`config.mk`:
```
export PLATFORM = sky130hd
export DESIGN_NAME = segment_lcd_number_formatter
export DESIGN_NICKNAME = d
export VERILOG_FILES = /design/src/rtl/slnf_pkg.sv /design/src/rtl/slnf_prep.sv /design/src/rtl/slnf_dabble.sv /design/src/rtl/slnf_serial.sv /design/src/rtl/segment_lcd_number_formatter.sv
export VERILOG_INCLUDE_DIRS = /design/src /design/src/rtl
export SDC_FILE = /design/constraint.sdc
export NUM_CORES = 2
export LEC_CHECK = 0
export BUFFER_PORTS_ARGS = -buffer_cell sky130_fd_sc_hd__buf_2
export CORE_MARGIN = 5
export CORE_UTILIZATION = 65
export CTS_BUF_LIST = sky130_fd_sc_hd__clkbuf_16
export DETAILED_ROUTE_END_ITERATION = 10
export PLACE_DENSITY = 0.83
export SYNTH_ARGS = -nofsm -noshare
export SYNTH_HDL_FRONTEND = slang
export SYNTH_SLANG_ARGS = --single-unit
```
`constraint.sdc`:
```
create_clock -name i_clk -period 19.7 [get_ports i_clk]
set_input_delay 1.97 -clock i_clk [delete_from_list [all_inputs] [get_ports i_clk]]
set_output_delay 1.97 -clock i_clk [all_outputs]
set_load 0.01 [all_outputs]
```
`src/rtl/segment_lcd_number_formatter_macros.svh`:
```
// Assertion macros for the segment LCD number formatter.
// Used by the top level; expects i_clk and i_rst_n in scope.
`ifndef SEGMENT_LCD_NUMBER_FORMATTER_MACROS_SVH
`define SEGMENT_LCD_NUMBER_FORMATTER_MACROS_SVH

// same-cycle implication
`define SLNF_ASSERT_SAME(name, ante, cons, msg) \
    name: assert property (@(posedge i_clk) disable iff (!i_rst_n) (ante) |-> (cons)) \
        else $error(msg);

// next-cycle implication
`define SLNF_ASSERT_NEXT(name, ante, cons, msg) \
    name: assert property (@(posedge i_clk) disable iff (!i_rst_n) (ante) |=> (cons)) \
        else $error(msg);

`endif

```
`src/rtl/slnf_pkg.sv`:
```
// Shared types and constants for the segment LCD number formatter.
// No dependencies.
`default_nettype none

package slnf_pkg;

    typedef enum logic [1:0] {
        CMD_NUMBER = 2'd0,
        CMD_VALUES = 2'd1,
        CMD_TIME   = 2'd2,
        CMD_CLEAR  = 2'd3
    } t_cmd;

    typedef struct packed {
        logic vld;
        t_cmd cmd;
        logic active;
        logic neg1;
        logic neg2;
    } t_ctl;

    localparam int BIN_W      = 32;
    localparam int DIGITS     = 10;
    localparam int BCD_W      = 4 * DIGITS;
    localparam int DAB_STAGES = 4;
    localparam int DAB_STEPS  = BIN_W / DAB_STAGES;
    localparam int MAG_W      = 14;
    localparam int LINE_W     = 40;

    localparam logic [2:0] LINE_BYTES = 3'd5;

    localparam logic [3:0] CH_SPACE = 4'd0;
    localparam logic [3:0] CH_ZERO  = 4'd10;
    localparam logic [3:0] CH_MINUS = 4'd15;
    localparam logic [3:0] DIG_NINE = 4'd9;

    localparam logic signed [15:0] VAL_HI = 16'sd9999;
    localparam logic signed [15:0] VAL_LO = -16'sd999;
    localparam logic [13:0] VAL_SCALE     = 14'd10000;

    // m/6 = hi*10922 + (4*hi + lo)/6, the second term by reciprocal
    localparam logic [13:0] DIV6_HI     = 14'd10922;
    localparam logic [18:0] DIV6_RECIP  = 19'd349526;
    localparam int          DIV6_SHIFT  = 21;

    localparam logic REG_BLANK_IDX = 1'b0;

endpackage

`default_nettype wire

```
`src/rtl/slnf_prep.sv`:
```
// Front stages: clamp, divide minutes by six, merge two values into one word.
// Depends on slnf_pkg.
`default_nettype none

module slnf_prep (
    input  logic                i_clk,
    input  logic                i_rst_n,
    input  logic                i_en,
    input  slnf_pkg::t_ctl      i_ctl,
    input  logic [31:0]         i_number,
    input  logic signed [15:0]  i_first_value,
    input  logic signed [15:0]  i_second_value,
    input  logic [31:0]         i_minutes,
    output slnf_pkg::t_ctl      o_ctl,
    output logic [31:0]         o_value
);
    import slnf_pkg::*;

    function automatic logic [MAG_W:0] clamp_mag(input logic signed [15:0] v);
        logic signed [15:0] c;
        logic signed [15:0] n;
        c = v;
        if (v > VAL_HI) begin
            c = VAL_HI;
        end else if (v < VAL_LO) begin
            c = VAL_LO;
        end
        n = -c;
        if (c < 0) begin
            return {1'b1, n[MAG_W-1:0]};
        end
        return {1'b0, c[MAG_W-1:0]};
    endfunction

    // stage 1
    t_ctl              r_s1_ctl;
    logic [31:0]       r_s1_num;
    logic [15:0]       r_s1_hi;
    logic [18:0]       r_s1_t;
    logic [MAG_W-1:0]  r_s1_mag1;
    logic [MAG_W-1:0]  r_s1_mag2;
    logic [MAG_W:0]    n_c1;
    logic [MAG_W:0]    n_c2;
    t_ctl              n_ctl1;
    logic [18:0]       n_t;

    always_comb begin
        n_c1   = clamp_mag(i_first_value);
        n_c2   = clamp_mag(i_second_value);
        n_ctl1 = i_ctl;
        n_ctl1.neg1 = n_c1[MAG_W];
        n_ctl1.neg2 = n_c2[MAG_W];
        n_t    = {1'b0, i_minutes[31:16], 2'b00} + {3'd0, i_minutes[15:0]};
    end

    always_ff @(posedge i_clk) begin
        if (!i_rst_n) begin
            r_s1_ctl <= '0;
        end else if (i_en) begin
            r_s1_ctl <= n_ctl1;
        end
    end

    always_ff @(posedge i_clk) begin
        if (i_en) begin
            r_s1_num  <= i_number;
            r_s1_hi   <= i_minutes[31:16];
            r_s1_t    <= n_t;
            r_s1_mag1 <= n_c1[MAG_W-1:0];
            r_s1_mag2 <= n_c2[MAG_W-1:0];
        end
    end

    // stage 2: products
    t_ctl              r_s2_ctl;
    logic [31:0]       r_s2_num;
    logic [29:0]       r_s2_p1;
    logic [15:0]       r_s2_q;
    logic [27:0]       r_s2_m1;
    logic [MAG_W-1:0]  r_s2_mag2;
    logic [29:0]       prod1;
    logic [37:0]       prod2;
    logic [27:0]       prod3;

    assign prod1 = {14'd0, r_s1_hi} * {16'd0, DIV6_HI};
    assign prod2 = {19'd0, r_s1_t} * {19'd0, DIV6_RECIP};
    assign prod3 = {14'd0, r_s1_mag1} * {14'd0, VAL_SCALE};

    always_ff @(posedge i_clk) begin
        if (!i_rst_n) begin
            r_s2_ctl <= '0;
        end else if (i_en) begin
            r_s2_ctl <= r_s1_ctl;
        end
    end

    always_ff @(posedge i_clk) begin
        if (i_en) begin
            r_s2_num  <= r_s1_num;
            r_s2_p1   <= prod1;
            r_s2_q    <= prod2[DIV6_SHIFT +: 16];
            r_s2_m1   <= prod3;
            r_s2_mag2 <= r_s1_mag2;
        end
    end

    // stage 3: select the word to convert
    t_ctl        r_s3_ctl;
    logic [31:0] r_s3_value;
    logic [31:0] n_value;

    always_comb begin
        case (r_s2_ctl.cmd)
            CMD_NUMBER: n_value = r_s2_num;
            CMD_VALUES: n_value = {4'd0, r_s2_m1} + {18'd0, r_s2_mag2};
            CMD_TIME:   n_value = {2'd0, r_s2_p1} + {16'd0, r_s2_q};
            CMD_CLEAR:  n_value = '0;
            default:    n_value = '0;
        endcase
    end

    always_ff @(posedge i_clk) begin
        if (!i_rst_n) begin
            r_s3_ctl <= '0;
        end else if (i_en) begin
            r_s3_ctl <= r_s2_ctl;
        end
    end

    always_ff @(posedge i_clk) begin
        if (i_en) begin
            r_s3_value <= n_value;
        end
    end

    assign o_ctl   = r_s3_ctl;
    assign o_value = r_s3_value;

endmodule

`default_nettype wire

```
`src/rtl/slnf_dabble.sv`:
```
// One stage of the binary to BCD pipeline: shift-add-3 over a slice of bits.
// Depends on slnf_pkg.
`default_nettype none

module slnf_dabble (
    input  logic                        i_clk,
    input  logic                        i_rst_n,
    input  logic                        i_en,
    input  slnf_pkg::t_ctl              i_ctl,
    input  logic [slnf_pkg::BCD_W-1:0]  i_bcd,
    input  logic [slnf_pkg::BIN_W-1:0]  i_bin,
    output slnf_pkg::t_ctl              o_ctl,
    output logic [slnf_pkg::BCD_W-1:0]  o_bcd,
    output logic [slnf_pkg::BIN_W-1:0]  o_bin
);
    import slnf_pkg::*;

    t_ctl                    r_ctl;
    logic [BCD_W-1:0]        r_bcd;
    logic [BIN_W-1:0]        r_bin;
    logic [BCD_W+BIN_W-1:0]  n_acc;

    always_comb begin
        n_acc = {i_bcd, i_bin};
        for (int s = 0; s < DAB_STEPS; s++) begin
            for (int d = 0; d < DIGITS; d++) begin
                if (n_acc[BIN_W + 4*d +: 4] >= 4'd5) begin
                    n_acc[BIN_W + 4*d +: 4] = n_acc[BIN_W + 4*d +: 4] + 4'd3;
                end
            end
            n_acc = {n_acc[BCD_W+BIN_W-2:0], 1'b0};
        end
    end

    always_ff @(posedge i_clk) begin
        if (!i_rst_n) begin
            r_ctl <= '0;
        end else if (i_en) begin
            r_ctl <= i_ctl;
        end
    end

    always_ff @(posedge i_clk) begin
        if (i_en) begin
            r_bcd <= n_acc[BIN_W +: BCD_W];
            r_bin <= n_acc[BIN_W-1:0];
        end
    end

    assign o_ctl = r_ctl;
    assign o_bcd = r_bcd;
    assign o_bin = r_bin;

endmodule

`default_nettype wire

```
`src/rtl/slnf_serial.sv`:
```
// Line formatter and five-beat byte serializer; sets the pipeline advance.
// Depends on slnf_pkg.
`default_nettype none

module slnf_serial (
    input  logic                        i_clk,
    input  logic                        i_rst_n,
    input  slnf_pkg::t_ctl              i_ctl,
    input  logic [slnf_pkg::BCD_W-1:0]  i_bcd,
    input  logic [7:0]                  i_blank,
    input  logic                        i_tready,
    output logic                        o_tvalid,
    output logic [7:0]                  o_tdata,
    output logic                        o_tlast,
    output logic                        o_en
);
    import slnf_pkg::*;

    function automatic logic [3:0] code(input logic [3:0] d);
        return (d == 4'd0) ? CH_ZERO : d;
    endfunction

    logic [3:0]         dg [DIGITS];
    logic [3:0]         ch [DIGITS];
    logic [3:0]         hrs [3];
    logic               sat;
    logic [LINE_W-1:0]  n_line;
    logic [LINE_W-1:0]  r_line;
    logic [2:0]         r_cnt;
    logic               can_load;
    logic               load;
    logic               beat;

    always_comb begin
        for (int d = 0; d < DIGITS; d++) begin
            dg[d] = i_bcd[4*d +: 4];
        end
        sat = (i_bcd[BCD_W-1:16] != '0);
        hrs[0] = sat ? DIG_NINE : dg[1];
        hrs[1] = sat ? DIG_NINE : dg[2];
        hrs[2] = sat ? DIG_NINE : dg[3];
        for (int i = 0; i < DIGITS; i++) begin
            ch[i] = CH_SPACE;
        end
        case (i_ctl.cmd)
            CMD_NUMBER: begin
                for (int i = 0; i < DIGITS; i++) begin
                    ch[i] = code(dg[DIGITS-1-i]);
                end
            end
            CMD_VALUES: begin
                ch[0] = i_ctl.neg1 ? CH_MINUS : code(dg[7]);
                ch[1] = code(dg[6]);
                ch[2] = code(dg[5]);
                ch[3] = code(dg[4]);
                ch[6] = i_ctl.neg2 ? CH_MINUS : code(dg[3]);
                ch[7] = code(dg[2]);
                ch[8] = code(dg[1]);
                ch[9] = code(dg[0]);
            end
            CMD_TIME: begin
                ch[0] = i_ctl.active ? CH_MINUS : CH_SPACE;
                ch[2] = CH_ZERO;
                ch[3] = CH_ZERO;
                ch[4] = CH_ZERO;
                ch[5] = code(hrs[2]);
                ch[6] = code(hrs[1]);
                ch[7] = code(hrs[0]);
                ch[8] = CH_MINUS;
                ch[9] = code(dg[0]);
            end
            default: begin
            end
        endcase
        if (i_ctl.cmd == CMD_CLEAR) begin
            n_line = {5{i_blank}};
        end else begin
            for (int i = 0; i < DIGITS; i++) begin
                n_line[4*(DIGITS-1-i) +: 4] = ch[i];
            end
        end
    end

    assign beat     = (r_cnt != 3'd0) && i_tready;
    assign can_load = (r_cnt == 3'd0) || ((r_cnt == 3'd1) && i_tready);
    assign load     = i_ctl.vld && can_load;

    always_ff @(posedge i_clk) begin
        if (!i_rst_n) begin
            r_cnt <= 3'd0;
        end else if (load) begin
            r_cnt <= LINE_BYTES;
        end else if (beat) begin
            r_cnt <= r_cnt - 3'd1;
        end
    end

    always_ff @(posedge i_clk) begin
        if (load) begin
            r_line <= n_line;
        end else if (beat) begin
            r_line <= {r_line[LINE_W-9:0], 8'd0};
        end
    end

    assign o_tvalid = (r_cnt != 3'd0);
    assign o_tdata  = r_line[LINE_W-1 -: 8];
    assign o_tlast  = (r_cnt == 3'd1);
    assign o_en     = !i_ctl.vld || can_load;

endmodule

`default_nettype wire

```
`src/rtl/segment_lcd_number_formatter.sv`:
```
// Top level of the segment LCD number formatter: APB register, pipeline, serializer.
// Depends on slnf_pkg, slnf_prep, slnf_dabble, slnf_serial and the macros header.
//
//   channel   | direction | beat
//   s_axis    | in        | one command: tuser = cmd, tdata = operands
//   m_axis    | out       | one byte of two characters, tlast on the fifth
//   apb       | in/out    | blank_byte at address 0
//
// One command becomes five output beats; the byte serializer sets the rate. It
// loads a new line when idle or as the last byte of the line before is taken.
// The first byte follows 3 front stages, 4 BCD stages and the line register load.
// Reset is synchronous and clears valid bits, the beat count and blank_byte.
// While the line register is busy and the last BCD stage holds a command, the
// whole pipeline holds and s_axis_tready drops.
`default_nettype none

module segment_lcd_number_formatter (
    input  logic         i_clk,
    input  logic         i_rst_n,
    input  logic         s_axis_tvalid,
    output logic         s_axis_tready,
    // [31:0] number, [47:32] first_value, [63:48] second_value,
    // [95:64] minutes, [96] active, [103:97] zero
    input  logic [103:0] s_axis_tdata,
    // [1:0] cmd
    input  logic [1:0]   s_axis_tuser,
    output logic         m_axis_tvalid,
    input  logic         m_axis_tready,
    // [7:0] segment_byte
    output logic [7:0]   m_axis_tdata,
    output logic         m_axis_tlast,
    input  logic         psel,
    input  logic         penable,
    input  logic         pwrite,
    input  logic [2:0]   paddr,
    input  logic [31:0]  pwdata,
    output logic [31:0]  prdata,
    output logic         pready
);
    import slnf_pkg::*;

    logic             en;
    logic             blank_wr;
    logic             out_beat;
    logic [7:0]       r_blank;
    t_ctl             in_ctl;
    t_ctl             stg_ctl [DAB_STAGES+1];
    logic [BCD_W-1:0] stg_bcd [DAB_STAGES+1];
    logic [BIN_W-1:0] stg_bin [DAB_STAGES+1];

    assign pready   = 1'b1;
    assign prdata   = (paddr[2] == REG_BLANK_IDX) ? {24'd0, r_blank} : 32'd0;
    assign blank_wr = psel && penable && pwrite && pready && (paddr[2] == REG_BLANK_IDX);
    assign out_beat = m_axis_tvalid && m_axis_tready;

    always_ff @(posedge i_clk) begin
        if (!i_rst_n) begin
            r_blank <= 8'd0;
        end else if (blank_wr) begin
            r_blank <= pwdata[7:0];
        end
    end

    always_comb begin
        in_ctl        = '0;
        in_ctl.vld    = s_axis_tvalid;
        in_ctl.cmd    = t_cmd'(s_axis_tuser);
        in_ctl.active = s_axis_tdata[96];
    end

    assign s_axis_tready = en;

    slnf_prep u_prep (
        .i_clk          (i_clk),
        .i_rst_n        (i_rst_n),
        .i_en           (en),
        .i_ctl          (in_ctl),
        .i_number       (s_axis_tdata[31:0]),
        .i_first_value  (s_axis_tdata[47:32]),
        .i_second_value (s_axis_tdata[63:48]),
        .i_minutes      (s_axis_tdata[95:64]),
        .o_ctl          (stg_ctl[0]),
        .o_value        (stg_bin[0])
    );

    assign stg_bcd[0] = '0;

    for (genvar g = 0; g < DAB_STAGES; g++) begin : g_dab
        slnf_dabble u_dab (
            .i_clk   (i_clk),
            .i_rst_n (i_rst_n),
            .i_en    (en),
            .i_ctl   (stg_ctl[g]),
            .i_bcd   (stg_bcd[g]),
            .i_bin   (stg_bin[g]),
            .o_ctl   (stg_ctl[g+1]),
            .o_bcd   (stg_bcd[g+1]),
            .o_bin   (stg_bin[g+1])
        );
    end

    slnf_serial u_serial (
        .i_clk    (i_clk),
        .i_rst_n  (i_rst_n),
        .i_ctl    (stg_ctl[DAB_STAGES]),
        .i_bcd    (stg_bcd[DAB_STAGES]),
        .i_blank  (r_blank),
        .i_tready (m_axis_tready),
        .o_tvalid (m_axis_tvalid),
        .o_tdata  (m_axis_tdata),
        .o_tlast  (m_axis_tlast),
        .o_en     (en)
    );

`include "segment_lcd_number_formatter_macros.svh"

    `SLNF_ASSERT_SAME(a_last_has_valid, m_axis_tlast, m_axis_tvalid, "tlast without tvalid")
    `SLNF_ASSERT_NEXT(a_line_contiguous, out_beat && !m_axis_tlast, m_axis_tvalid, "line gap")
    `SLNF_ASSERT_SAME(a_stall_only_when_busy, !s_axis_tready, m_axis_tvalid, "idle stall")
    `SLNF_ASSERT_NEXT(a_blank_write, blank_wr, r_blank == $past(pwdata[7:0]), "write lost")

endmodule

`default_nettype wire

```
==> results.py <==
metrics = {
    "grt": {
        "grt_pass1_vias": 38400,
        "gr-usage-all-layers_pct": 25.6,
        "met3_usage_pct": 3.16,
        "use_met2_pct": 44.8,
        "antenna_found_initial": 0,
        "grt_pass1_wl_um": 179000,
        "grt_max_degree": 135,
        "grt.overflow.total": 0,
        "use_met1_pct": 33.5,
        "busiest_layer": "met2",
    },
    "clocking": {
        "cts_tree": "built",
        "cts_made_buffers": 53,
        "h-tree-depth": 2,
        "cts_sinks": 485,
        "cts.reportedPaths.clkPinSlew_ns": 0.06,
        "cts-root-buf": "clkbuf_16",
        "cts_resized": 0,
        "cts_max_path_buffers": 3,
        "postCtsSetupBuffers": 0,
        "ctsHoldBuffers": 0,
        "clk_latency_ns": 0.62,
    },
    "synthesis": {
        "synth_ff_type": "edfxtp_1",
        "synth.yosys.warnings": 0,
        "ys_seq_elements": 485,
        "synth_edf_count": 432,
        "synth_area_leaders": "edfxtp_1 26%, ha_1 13%, fa_1 8.5%, inv_1 5.0%, nand2_1 3.7%",
        "yosys.area.top_type_share_pct": 26.3,
        "synth_area_um2": 49300,
        "synthTopCellsByCount": "650 x inv_1, 496 x ha_1, 488 x nand2_1",
        "async_reset_ff_share_pct": 0,
        "syn_avg_cell_area_um2": 8.98,
        "synth.most_common_cell": "inv_1",
        "synthCells": 5488,
        "synthDistinctLibCells": 125,
        "ys_seq_area_share_pct": 28.5,
        "synth_top_area_cell": "edfxtp_1",
    },
    "timing": {
        "hold_viol_final": 0,
        "worst_pin_slew_ns": 1.23,
        "drv_slew": 0,
        "skew_ns": 0.0368,
        "fin_ws_ns": 11.99,
        "setup_violations": 0,
        "fmax_ghz": 0.130,
        "finalCritPeriodShare_pct": 39.1,
        "rsz0062_at_grt": "false",
        "layout_min_cycle_time_ns": 7.71,
        "finalSetupTns_ns": 0,
        "relSlewSlack_pct": 16.2,
    },
    "route": {
        "via_count": 40000,
        "firstDrtPassIters": 8,
        "viasPerCell": 6.08,
        "drt-initial-drc-count": 3006,
        "wl_um": 107000,
        "drc": 0,
        "ant_nets": 0,
        "post_drt_wl_per_cell_um": 16.2,
    },
    "critical_path": {
        "path_cells": "ha_1, inv_1, fa_1, fa_1, inv_1, fa_1, fa_1, fa_1, ha_1, a2111oi_0, nor2_1, a211o_1, a31oi_1, a211oi_1, o311a_1, nand3_1, a21boi_0, o21ai_0, a21boi_0, o21a_1, o21a_1, nor2_1, xnor2_1",
        "crit_path_start_kind": "flip-flop",
        "reg2regPathDepth": 23,
        "r2r_setup_slack_ns": 11.99,
        "r2r_end": "u_prep.r_s2_q[15]",
        "endpoint_kind": "flip-flop",
        "cp_data_arrival_time_ns": 8.05,
        "r2r-start": "u_prep.r_s1_t[1]",
        "cp_top_family": "adder cells",
        "cp_common_cell": "fa_1",
        "path_buf_inv": 2,
        "worst-setup-path-type": "flip-flop to flip-flop",
        "slowest_stage": "edfxtp_1",
        "required_ns": 20.04,
        "slowest_delay_ns": 0.56,
        "cp_max_fo": 7,
    },
    "floorplan": {
        "die_area_um2": 81400,
        "die_w_um": 285,
        "rows": 101,
        "ios": 192,
        "core_area_um2": 75600,
        "start_util_pct": 65.2,
        "die_y_um": 285,
    },
    "placement": {
        "gp_congestion": 0.921,
        "io_buffers": 133,
        "dp_hpwl_um": 81300,
        "place_ws_ns": 12.04,
        "dp.cells": 6472,
    },
    "min_path": {
        "whs_path_depth": 0,
        "min_from": "u_prep.r_s1_num[15]",
        "min_to": "u_prep.r_s2_num[15]",
        "min_path_type": "flip-flop to flip-flop",
    },
    "cells_and_area": {
        "drive_above_1_share_pct": 7.94,
        "nets": 6403,
        "antenna_cells": 0,
        "final_cells": 6571,
        "syn2layout_area_growth_pct": 6.60,
    },
    "job": {
        "drv_cap": 0,
    },
    "status": {
        "status": "complete, no violations",
    },
}
==> logic make-up after synthesis <==
| family | Yosys count | share of synthesized area, % |
|---|---|---|
| flip-flops | 485 | 28.5 |
| multiplexers | 181 | 3.99 |
| XOR/XNOR | 223 | 4.06 |
| AO/OA/AOI/OAI | 1528 | 21.0 |
| buffers and inverters | 823 | 6.57 |
| AND/OR/NAND/NOR | 1540 | 14.8 |
| adder cells (fa/ha/maj) | 706 | 21.1 |
| other | 2 | 0.0152 |
==> layout make-up <==
type	instances	area, µm²
multi-input cells	4203	32100
fillers	5607	23000
clock buffers	53	1330
repair buffers	144	748
well taps	978	1220
inverters	662	2490
clock inverters	46	603
flip-flops and latches	485	14000
==> per-layer routing <==
layer	up-vias	wire length, µm
met5	-	0
met3	211	6050
met1	19000	45100
met4	0	3210
li1	19700	-
met2	1082	52200
==> metrics by stage <==
stage | hold slack (ns) | instance area (µm²) | util [%]
after floorplan | 0.400 | 49400 | -
after global placement | 0.401 | 50600 | 67.0
after detailed placement | 0.405 | 50600 | 67.0
after CTS | 0.399 | 52500 | 69.5
after global routing | 0.426 | 52500 | 69.5
final | 0.409 | 52500 | 69.5
==> worst max-delay path by stage <==
stage / slack (ns) / start / to / cells after the start
3_5_place_dp: 12.04 / u_prep.r_s1_t[1] / u_prep.r_s2_q[15] / 23
3_3_place_gp: 12.24 / u_prep.r_s1_t[1] / u_prep.r_s2_q[15] / 23
2_1_floorplan: 4.42 / m_axis_tready / s_axis_tready / 5
4_1_cts: 12.01 / u_prep.r_s1_t[1] / u_prep.r_s2_q[15] / 23
5_1_grt: 11.64 / g_dab[0].u_dab.o_bcd[0] / g_dab[1].u_dab.o_bcd[11] / 32
6_report: 11.99 / u_prep.r_s1_t[1] / u_prep.r_s2_q[15] / 23
==> cells in the final DEF (no fill, tap or decap), types with 133 or more instances in the layout <==
master,instances
fa_1,210
edfxtp_1,432
nand2_1,488
xnor2_1,152
a21oi_1,339
nor2_1,394
buf_2,133
o21ai_0,321
inv_1,653
ha_1,496
==> flip-flops by register name, indices dropped and copies added (netlist names), 8 cells and up <==
register           flops
u_prep.r_s1_hi        16
u_prep.r_s1_mag2      14
u_prep.r_s2_mag2      14
u_prep.r_s1_num       32
u_prep.r_s2_m1        24
g_dab.u_dab.o_ctl     24
u_serial.r_line       40
u_prep.r_s1_t         19
g_dab.u_dab.o_bin     48
u_prep.o_value        32
u_prep.r_s2_p1        29
r_blank                8
u_prep.r_s2_q         16
u_prep.r_s1_mag1      14
g_dab.u_dab.o_bcd    102
u_prep.r_s2_num       32
Power is left out: the tool's default activity adds up to more than one toggle a clock period on the data nets, which glitch-free logic cannot reach.
